### src/hdl/miq_pkg.sv
// types and constants of the middle insert queue
package miq_pkg;

    localparam int FUNC_W = 2;
    localparam int VAL_OUT_W = 32;
    localparam int STAT_W = 2;
    localparam int OCC_W = 11;

    localparam logic [FUNC_W-1:0] FUNC_PUSH = 2'd0;
    localparam logic [FUNC_W-1:0] FUNC_INSERT = 2'd1;
    localparam logic [FUNC_W-1:0] FUNC_POP = 2'd2;

    localparam logic [STAT_W-1:0] STAT_STORED = 2'd0;
    localparam logic [STAT_W-1:0] STAT_POPPED = 2'd1;
    localparam logic [STAT_W-1:0] STAT_EMPTY = 2'd2;
    localparam logic [STAT_W-1:0] STAT_FULL = 2'd3;

    typedef struct packed {
        logic [FUNC_W-1:0] func;
        logic signed [VAL_OUT_W-1:0] value;
    } t_req;

    typedef struct packed {
        logic [STAT_W-1:0] status;
        logic signed [VAL_OUT_W-1:0] popped_value;
        logic [OCC_W-1:0] occupancy;
    } t_rsp;

    typedef struct packed {
        logic push_ok;
        logic ins_ok;
        logic pop_ok;
        logic pop_empty;
        logic drop;
    } t_op_flags;

endpackage

### src/hdl/miq_ring_ctrl.sv
// head and count state of both ring halves, operation decode and rebalancing
module miq_ring_ctrl #(
    parameter int HALF_DEPTH = 512,
    parameter int VALUE_WIDTH = 32
) (
    input  logic                          i_clk,
    input  logic                          i_rst_n,
    input  logic                          i_valid,
    input  logic [miq_pkg::FUNC_W-1:0]    i_func,
    input  logic [VALUE_WIDTH-1:0]        i_value,
    input  logic [VALUE_WIDTH-1:0]        i_front_head_val,
    input  logic [VALUE_WIDTH-1:0]        i_back_head_val,
    output logic [$clog2(HALF_DEPTH)-1:0] o_front_rd_addr,
    output logic [$clog2(HALF_DEPTH)-1:0] o_back_rd_addr,
    output logic                          o_front_we,
    output logic [$clog2(HALF_DEPTH)-1:0] o_front_wr_addr,
    output logic [VALUE_WIDTH-1:0]        o_front_wr_data,
    output logic                          o_back_we,
    output logic [$clog2(HALF_DEPTH)-1:0] o_back_wr_addr,
    output logic [VALUE_WIDTH-1:0]        o_back_wr_data,
    output miq_pkg::t_op_flags            o_flags,
    output logic [miq_pkg::OCC_W-1:0]     o_occupancy
);

    localparam int AW = $clog2(HALF_DEPTH);
    localparam int CW = $clog2(HALF_DEPTH + 1);
    localparam int TW = CW + 1;
    localparam logic [AW-1:0] HEAD_LAST = AW'(HALF_DEPTH - 1);
    localparam logic [AW:0] HD_SUM = (AW + 1)'(HALF_DEPTH);
    localparam logic [CW-1:0] HD_CNT = CW'(HALF_DEPTH);
    localparam logic [TW-1:0] FULL_CNT = TW'(2 * HALF_DEPTH);

    function automatic logic [AW-1:0] ring_inc(input logic [AW-1:0] h);
        logic [AW-1:0] r;
        r = (h == HEAD_LAST) ? '0 : h + AW'(1);
        return r;
    endfunction

    function automatic logic [AW-1:0] ring_dec(input logic [AW-1:0] h);
        logic [AW-1:0] r;
        r = (h == '0) ? HEAD_LAST : h - AW'(1);
        return r;
    endfunction

    // count is below the ring size wherever this is used
    function automatic logic [AW-1:0] ring_add(input logic [AW-1:0] h, input logic [CW-1:0] c);
        logic [AW:0] s;
        s = (AW + 1)'(h) + (AW + 1)'(c[AW-1:0]);
        if (s >= HD_SUM) begin
            s = s - HD_SUM;
        end
        return s[AW-1:0];
    endfunction

    logic [AW-1:0] r_front_head, n_front_head;
    logic [CW-1:0] r_front_count, n_front_count;
    logic [AW-1:0] r_back_head, n_back_head;
    logic [CW-1:0] r_back_count, n_back_count;

    logic [TW-1:0] total;
    logic          full;
    logic          is_store;
    logic          drop;
    logic          push_ok;
    logic          ins_ok;
    logic          pop_empty;
    logic          pop_ok;
    logic [AW-1:0] back_head1;
    logic [CW-1:0] back_count1;
    logic [AW-1:0] front_head1;
    logic [CW-1:0] front_count1;
    logic          move;
    logic [VALUE_WIDTH-1:0] moved;

    always_comb begin
        total = TW'(r_front_count) + TW'(r_back_count);
        full = (total >= FULL_CNT) || (r_back_count >= HD_CNT);
        is_store = (i_func == miq_pkg::FUNC_PUSH) || (i_func == miq_pkg::FUNC_INSERT);
        drop = i_valid && is_store && full;
        push_ok = i_valid && (i_func == miq_pkg::FUNC_PUSH) && !full;
        ins_ok = i_valid && (i_func == miq_pkg::FUNC_INSERT) && !full;
        pop_empty = i_valid && (i_func == miq_pkg::FUNC_POP) && (r_front_count == '0);
        pop_ok = i_valid && (i_func == miq_pkg::FUNC_POP) && (r_front_count != '0);

        back_head1 = ins_ok ? ring_dec(r_back_head) : r_back_head;
        back_count1 = (push_ok || ins_ok) ? r_back_count + CW'(1) : r_back_count;
        front_head1 = pop_ok ? ring_inc(r_front_head) : r_front_head;
        front_count1 = pop_ok ? r_front_count - CW'(1) : r_front_count;

        move = i_valid && (back_count1 > front_count1) && (front_count1 < HD_CNT);
        // the head of the back half is the new value when it was just written there
        if (ins_ok || (push_ok && (r_back_count == '0))) begin
            moved = i_value;
        end else begin
            moved = i_back_head_val;
        end

        n_front_head = front_head1;
        n_front_count = move ? front_count1 + CW'(1) : front_count1;
        n_back_head = move ? ring_inc(back_head1) : back_head1;
        n_back_count = move ? back_count1 - CW'(1) : back_count1;
    end

    always_ff @(posedge i_clk) begin
        if (!i_rst_n) begin
            r_front_head <= '0;
            r_front_count <= '0;
            r_back_head <= '0;
            r_back_count <= '0;
        end else begin
            r_front_head <= n_front_head;
            r_front_count <= n_front_count;
            r_back_head <= n_back_head;
            r_back_count <= n_back_count;
        end
    end

    assign o_front_rd_addr = n_front_head;
    assign o_back_rd_addr = n_back_head;
    assign o_front_we = move;
    assign o_front_wr_addr = ring_add(front_head1, front_count1);
    assign o_front_wr_data = moved;
    assign o_back_we = push_ok || ins_ok;
    assign o_back_wr_addr = ins_ok ? back_head1 : ring_add(r_back_head, r_back_count);
    assign o_back_wr_data = i_value;
    assign o_flags = '{push_ok: push_ok, ins_ok: ins_ok, pop_ok: pop_ok,
                       pop_empty: pop_empty, drop: drop};
    assign o_occupancy = miq_pkg::OCC_W'(TW'(n_front_count) + TW'(n_back_count));

endmodule

### config.mk
export PLATFORM = sky130hd
export DESIGN_NAME = miq_ring_ctrl
export DESIGN_NICKNAME = d
export VERILOG_FILES = /design/src/hdl/miq_pkg.sv /design/src/hdl/miq_ring_ctrl.sv
export SDC_FILE = /design/constraint.sdc
export NUM_CORES = 1
export LEC_CHECK = 0
export BUFFER_PORTS_ARGS = -buffer_cell sky130_fd_sc_hd__buf_2
export CAP_MARGIN = 20
export CORE_ASPECT_RATIO = 0.8
export CORE_MARGIN = 5
export CORE_UTILIZATION = 50
export CTS_CLUSTER_SIZE = 12
export DETAILED_ROUTE_END_ITERATION = 10
export GPL_ROUTABILITY_DRIVEN = 0
export GPL_TIMING_DRIVEN = 0
export PLACE_DENSITY_LB_ADDON = 0.3
export SYNTH_ARGS = -nofsm -noshare
export SYNTH_HDL_FRONTEND = slang
export SYNTH_SLANG_ARGS = --single-unit
### constraint.sdc
create_clock -name i_clk -period 8.25 [get_ports i_clk]
set_clock_uncertainty 0.05 [all_clocks]
set_input_delay 0.825 -clock i_clk [delete_from_list [all_inputs] [get_ports i_clk]]
set_output_delay 0.825 -clock i_clk [all_outputs]
set_load 0.05 [all_outputs]
# [After elaboration in Yosys (flattened, before gate mapping)]
# Cells that the tools add are included.
[word_totals] input_bits=101 output_inout_bits=118 reg_bits=38 wordCells=63
[classes] addsub=13 mux=14 n_eq_ne=4 reduce_logical=22 n_lt_le_gt_ge=6
[ops] operator="$mux W9" n=9
[ops] operator="$mux W10" n=4
[ops] operator="$mux W32" n=1
[ops] operator="$ge A10 B10 Y1 const B" n=3
[ops] operator="$sub A9 B1 Y9 const B" n=3
[ops] operator="$add A10 B10 Y11" n=2
[ops] operator="$add A10 B1 Y10 const B" n=2
[ops] operator="$add A9 B9 Y10" n=2
[ops] operator="$logic_not A10 Y1" n=2
[ops] operator="$sub A10 B1 Y10 const B" n=2
[ops] operator="$add A9 B1 Y9 const B" n=2
[ops] operator="$eq A9 B9 Y1 const B" n=2
[ops] operator="$logic_and A1 B1 Y1" n=12
[ops] operator="$ge A11 B11 Y1 const B" n=1
[ops] operator="$gt A10 B10 Y1" n=1
[ops] operator="$lt A10 B10 Y1 const B" n=1
[ops] operator="$reduce_bool A10 Y1" n=1
[ops] operator="$logic_not A9 Y1" n=1
[ops] operator="$logic_or A1 B1 Y1" n=4
[ops] operator="$eq A2 B1 Y1 const B" n=1
[ops] operator="$eq A2 B2 Y1 const B" n=1
[ops] operator="$logic_not A2 Y1" n=1
[ops] operator="$logic_not A1 Y1" n=1

# [Depth between registers and ports, before layout]
[depth] depth_word=12 ltp_mapped=31 ltp_nobuf=28

# [Worst setup path before layout]
# OpenSTA, ideal clock, no wires.
[synth_path] path_kind="reg2out" startpoint="reg r_front_count[0]" endpoint="out o_occupancy[10] (netlist bit)" t_required_ns=7.375 slack_ns=-0.222 arrival_time_ns=7.597 path_stages_with_launch=29 cell_sequence="dfxtp_1 > ha_1 > fa_1 > a21oi_1 > a2bb2oi_1 > a21o_1 > clkbuf_1 > nand2_1 > inv_1 > and4_1 > nand2_1 > xor2_1 > inv_1 > ha_1 > nand3_1 > o41ai_1 > o21ai_2 > inv_1 > buf_2 > buf_1 > nand2_1 > o21ai_0 > fa_1 > a21oi_1 > and4_1 > or4_1 > a21oi_1 > o41ai_2 > o21ai_0"
[synth_via] elab_chain_len=12 word_cells_on_any_way=21 cone_classes="5 x add/sub; 3 x order compare; 4 x mux; 9 x reduce/logical"
[synth_rtl] element="start: declaration" line="miq_ring_ctrl.sv:56" source="logic [CW-1:0] r_front_count, n_front_count;"
[synth_rtl] element="start signal: assignment" line="miq_ring_ctrl.sv:112" source="r_front_count <= n_front_count;"
[synth_rtl] element="$add A10 B10 Y11 (*)" line="miq_ring_ctrl.sv:76" source="total = TW'(r_front_count) + TW'(r_back_count);"
[synth_rtl] element="$ge A11 B11 Y1 (*)" line="miq_ring_ctrl.sv:77" source="full = (total >= FULL_CNT) || (r_back_count >= HD_CNT);"
[synth_rtl] element="$logic_or A1 B1 Y1 (*)" line="miq_ring_ctrl.sv:77"
[synth_rtl] element="$logic_not A1 Y1 (*)" line="miq_ring_ctrl.sv:80, miq_ring_ctrl.sv:81"
[synth_rtl] element="$logic_and A1 B1 Y1 (on tied branches)" line="miq_ring_ctrl.sv:80, miq_ring_ctrl.sv:81"
[synth_rtl] element="$logic_or A1 B1 Y1 (*)"
[synth_rtl] element="via o_back_we" line="miq_ring_ctrl.sv:18" source="output logic o_back_we,"
[synth_rtl] element="$mux W10 (*)" line="miq_ring_ctrl.sv:86" source="back_count1 = (push_ok || ins_ok) ? r_back_count + CW'(1) : r_back_count;"
[synth_rtl] element="$gt A10 B10 Y1 (*)" line="miq_ring_ctrl.sv:90" source="move = i_valid && (back_count1 > front_count1) && (front_count1 < HD_CNT);"
[synth_rtl] element="$logic_and A1 B1 Y1 (*) (2 in a row)" line="miq_ring_ctrl.sv:90"
[synth_rtl] element="via o_front_we" line="miq_ring_ctrl.sv:15" source="output logic o_front_we,"
[synth_rtl] element="$mux W10 (*)" line="miq_ring_ctrl.sv:99" source="n_front_count = move ? front_count1 + CW'(1) : front_count1;"
[synth_rtl] element="via n_front_count[1]" line="miq_ring_ctrl.sv:56"
[synth_rtl] element="$add A10 B10 Y11 (*)" line="miq_ring_ctrl.sv:128" source="assign o_occupancy = miq_pkg::OCC_W'(TW'(n_front_count) + TW'(n_back_count));"
[synth_rtl] element="end: declaration" line="miq_ring_ctrl.sv:22" source="output logic [miq_pkg::OCC_W-1:0] o_occupancy"
# The timed path passes the listed nets; every way through them passes the cells marked *.

# [Worst setup path after layout]
[layout_path] startpoint="reg r_back_count[9]" endpoint="out o_occupancy[8] (netlist bit)"
[layout_via] elab_chain_len=12 word_cells_on_any_way=17 cone_classes="4 x add/sub; 3 x order compare; 3 x mux; 7 x reduce/logical"
[layout_rtl] element="start: declaration" line="miq_ring_ctrl.sv:58" source="logic [CW-1:0] r_back_count, n_back_count;"
[layout_rtl] element="start signal: assignment" line="miq_ring_ctrl.sv:114" source="r_back_count <= n_back_count;"
[layout_rtl] element="$add A10 B10 Y11" line="miq_ring_ctrl.sv:76"
[layout_rtl] element="$ge A11 B11 Y1" line="miq_ring_ctrl.sv:77"
[layout_rtl] element="$logic_or A1 B1 Y1" line="miq_ring_ctrl.sv:77"
[layout_rtl] element="$logic_not A1 Y1" line="miq_ring_ctrl.sv:80, miq_ring_ctrl.sv:81"
[layout_rtl] element="$logic_and A1 B1 Y1 (on tied branches)" line="miq_ring_ctrl.sv:80, miq_ring_ctrl.sv:81"
[layout_rtl] element="$logic_or A1 B1 Y1" line="miq_ring_ctrl.sv:86"
[layout_rtl] element="$mux W10 (*)" line="miq_ring_ctrl.sv:86"
[layout_rtl] element="$gt A10 B10 Y1 (*)" line="miq_ring_ctrl.sv:90"
[layout_rtl] element="$logic_and A1 B1 Y1 (*) (2 in a row)" line="miq_ring_ctrl.sv:90"
[layout_rtl] element="$mux W10 (*)" line="miq_ring_ctrl.sv:99"
[layout_rtl] element="via n_front_count[1]" line="miq_ring_ctrl.sv:56"
[layout_rtl] element="$add A10 B10 Y11 (*)" line="miq_ring_ctrl.sv:128"
# Marked as above.

==> results.txt <==
Met2 usage: 44.8%
Post-CTS Hold Buffers: 0
Final Hold Vio Count: 0
Layout Nets: 1021
Highest clock rate: 0.126 GHz
Unique masters post-synth: 70
Grt met1 use: 34.4%
Ports: 219
DRC violations left: 0
Yosys reg bits: 38
Die Area: 12500 sq um
Post-synth EDFFs: 0
CP endpoint kind: output pin
Maxcap violations: 0
Drt first-iter violations: 430
Leak pwr: 0.00329 uW
Internal power: 1060 uW
Comb pwr share: 81.7%
DIE WIDTH: 124 microns
Storage element area: 762 sq um
TritonRoute pass-1 iters: 5
Fin crit period: 7.97 ns
Async S/R FF share, synth: 0%
Crit path max-delay family: compound AO/OA/AOI/OAI gates
Util after Layout: 64.6%
First-pass GRT wire length: 26.5 mm
Post-DP HPWL: 13.6 mm
Ys Warns: 0
GRT overflow: 0
Placed instance count: 992
Final setup margin: 0.284 ns
Arrival @ worst endpoint: 7.09 ns
Routed len/inst: 17.2 microns
Worst VDD drop: 0.565 mV
Worst Tran Pin Value: 0.750 ns
Clk network pwr share: 8.1%
H-tree lvl count: 2
Busiest grt layer: met2
Total Power: 2830 uW
CP peak stage delay: 0.55 ns
Total negative slack: 0 ns
# diodes: 0
Critical-path top delay cell: a2111oi_4
Reg clk slew, reported paths: 0.06 ns
Ys flop type: dfxtp_1
Relative slew margins: 49.6%
Clk sinks: 38
Area growth from synthesis to layout: 27.2%
Vias after detailed routing: 5707
GRT met3 Usage: 5.56%
Row cnt: 33
Post-Syn Area per Cell: 7.75 sq um
Mean number of vias per cell: 5.68
Pin count of the biggest net entering global routing: 13
NetSw: 1770 uW
Flop pwr share: 10.3%
Core Footprint: 10200 sq um
Area of the multi-input gates: 4000 sq um
Setup violations, final: 0
Syn nets: 824
Startpoint class of the critical path: flip-flop
Initial cell density of the core: 50.8%
Hold Path Class: flip-flop to flip-flop
Outcome: completed
CTS root buf: clkbuf_16
Final max-slew violation count: 0
Final worst-path cycle share: 96.6%
Post-Synthesis Cells: 666
Layout cells sized above 1: 35.5%
Data required, critical path: 7.38 ns
Setup Crit Path Kind: flip-flop to output pin
CTS tree: built
CP Buf/Inv Count: 4
Num CTS Buffers: 5
Initial antenna violation count: 0
I/O Buffers: 186
Net Sw Frac: 62.4%
Die H: 101 microns
Finished Layout Cells: 1004
Sequential area share after synthesis: 14.7%
Crit Path Max Fanout: 10
Bufs on Longest Clock Path: 2
Filler Cell Count: 861
PwrDens: 432 nW/um^2
Final WL: 17.2 mm
Vias in the first global route: 5502
Gr usage total: 26.4%
Worst skew pair latency: 0.29 ns
Syn Std Cell Area: 5160 sq um
Detail Route Antenna Nets: 0
Pre-CTS WS: -0.510 ns
power groups by stage:
stage / sequential, uW / combinational, uW / clock, uW
6_report: 291 / 2310 / 229
5_1_grt: 297 / 2460 / 235
4_1_cts: 286 / 2200 / 227
3_5_place_dp: 290 / 2170 / 0
3_3_place_gp: 288 / 2120 / 0
2_1_floorplan: 270 / 1720 / 0
stage by stage:
stage | instance area [sq um] | hold WS, ns
floorplan | 5160 | 0.437
global placement | 6260 | 0.466
detailed placement | 6260 | 0.501
CTS | 6470 | 0.515
global route | 6560 | 0.578
finish | 6560 | 0.510
cell usage in the layout, fill, tap and decap left out, types with 5 or more instances in the layout:
cell,count
nand4_1,8
nand2_1,51
a21o_1,8
nor3_1,21
ha_1,53
clkbuf_16,5
and2_1,34
o21ai_0,25
nand3_1,17
dfxtp_1,37
mux2_2,35
nor2_1,53
o31ai_1,6
or3_1,12
nand2b_1,7
clkbuf_1,11
xnor2_1,42
and4_1,5
xor2_1,19
buf_2,186
mux2i_1,5
buf_4,43
a21oi_1,40
nor4_1,5
inv_1,36
path summary, 6_finish.rpt:
check | startpoint | to | slack (ns) | depth (start not counted)
hold / removal | r_front_head[8] | r_front_head[8] | 0.51 | 2
hold reg to reg | r_front_head[8] | r_front_head[8] | 0.51 | 2
setup / recovery | r_back_count[9] | o_occupancy[8] | 0.28 | 26
setup reg to reg | r_back_count[9] | r_front_count[9] | 2.95 | 17
repair_timing:
action | CTS | global route
buffers inserted | 1 | 3
resized for setup | 12 | 13
pin swaps | 1 | 4
endpoints found under the setup margin | 7 | 3
sequential cells by signal, indices dropped and copies added (netlist names):
| register | count |
|---|---|
| r_back_head | 9 |
| r_back_count | 10 |
| r_front_head | 9 |
| r_front_count | 10 |
kinds of logic (layout without fill, tap and decap cells):
family | count (synthesis) | count (layout) | synth area share (%)
compound gates | 132 | 132 | 17.2
xor+xnor | 64 | 64 | 11.2
buf+inv | 94 | 292 | 9.56
mux | 40 | 40 | 8.61
fa+ha+maj | 57 | 57 | 14.4
simple gates | 241 | 241 | 24.3
flops | 38 | 38 | 14.7
cell usage after synthesis, drive strengths merged, types with 6 or more instances:
cell    instances  area [sq um]
a21oi          43           215
nor3           22           115
buf            41           294
a211oi          6          55.1
nand3          19           100
nand4           8          50.1
ha             53           663
o21ai          28           144
or3            12          75.1
xnor2          44           385
nand2          51           191
and2           34           213
mux2           35           394
xor2           19           166
o31ai           6          45.0
nand2b          7          43.8
inv            39           146
clkbuf         13          48.8
dfxtp          38           761
nor2           53           199
a21o            8          60.1
layout make-up:
cell class              instances  area share [%]
multi-input cells             534            60.9
repair buffers                190            14.7
flip-flops and latches         38            11.6
plain buffers                  54            5.36
well taps                     140            2.67
inverters                      40            2.29
clock buffers                   5            1.91
clock inverters                 3           0.610
layer usage:
metal,wire (microns),part of all wire [%],vias to the layer above
li1,-,-,2719
met1,6930,40,2621
met2,8110,47,341
met3,1940,11,26
met4,243,1.4,0
met5,0,0,-
tightest hold or removal path, delay by kind of cell (launching register included):
| family | cells | cell delay (ns) |
|---|---|---|
| DFF | 1 | 0.34 |
| muxes | 1 | 0.10 |
| and+or+nand+nor | 1 | 0.09 |
No activity file was read; power rests on OpenSTA's default activity.
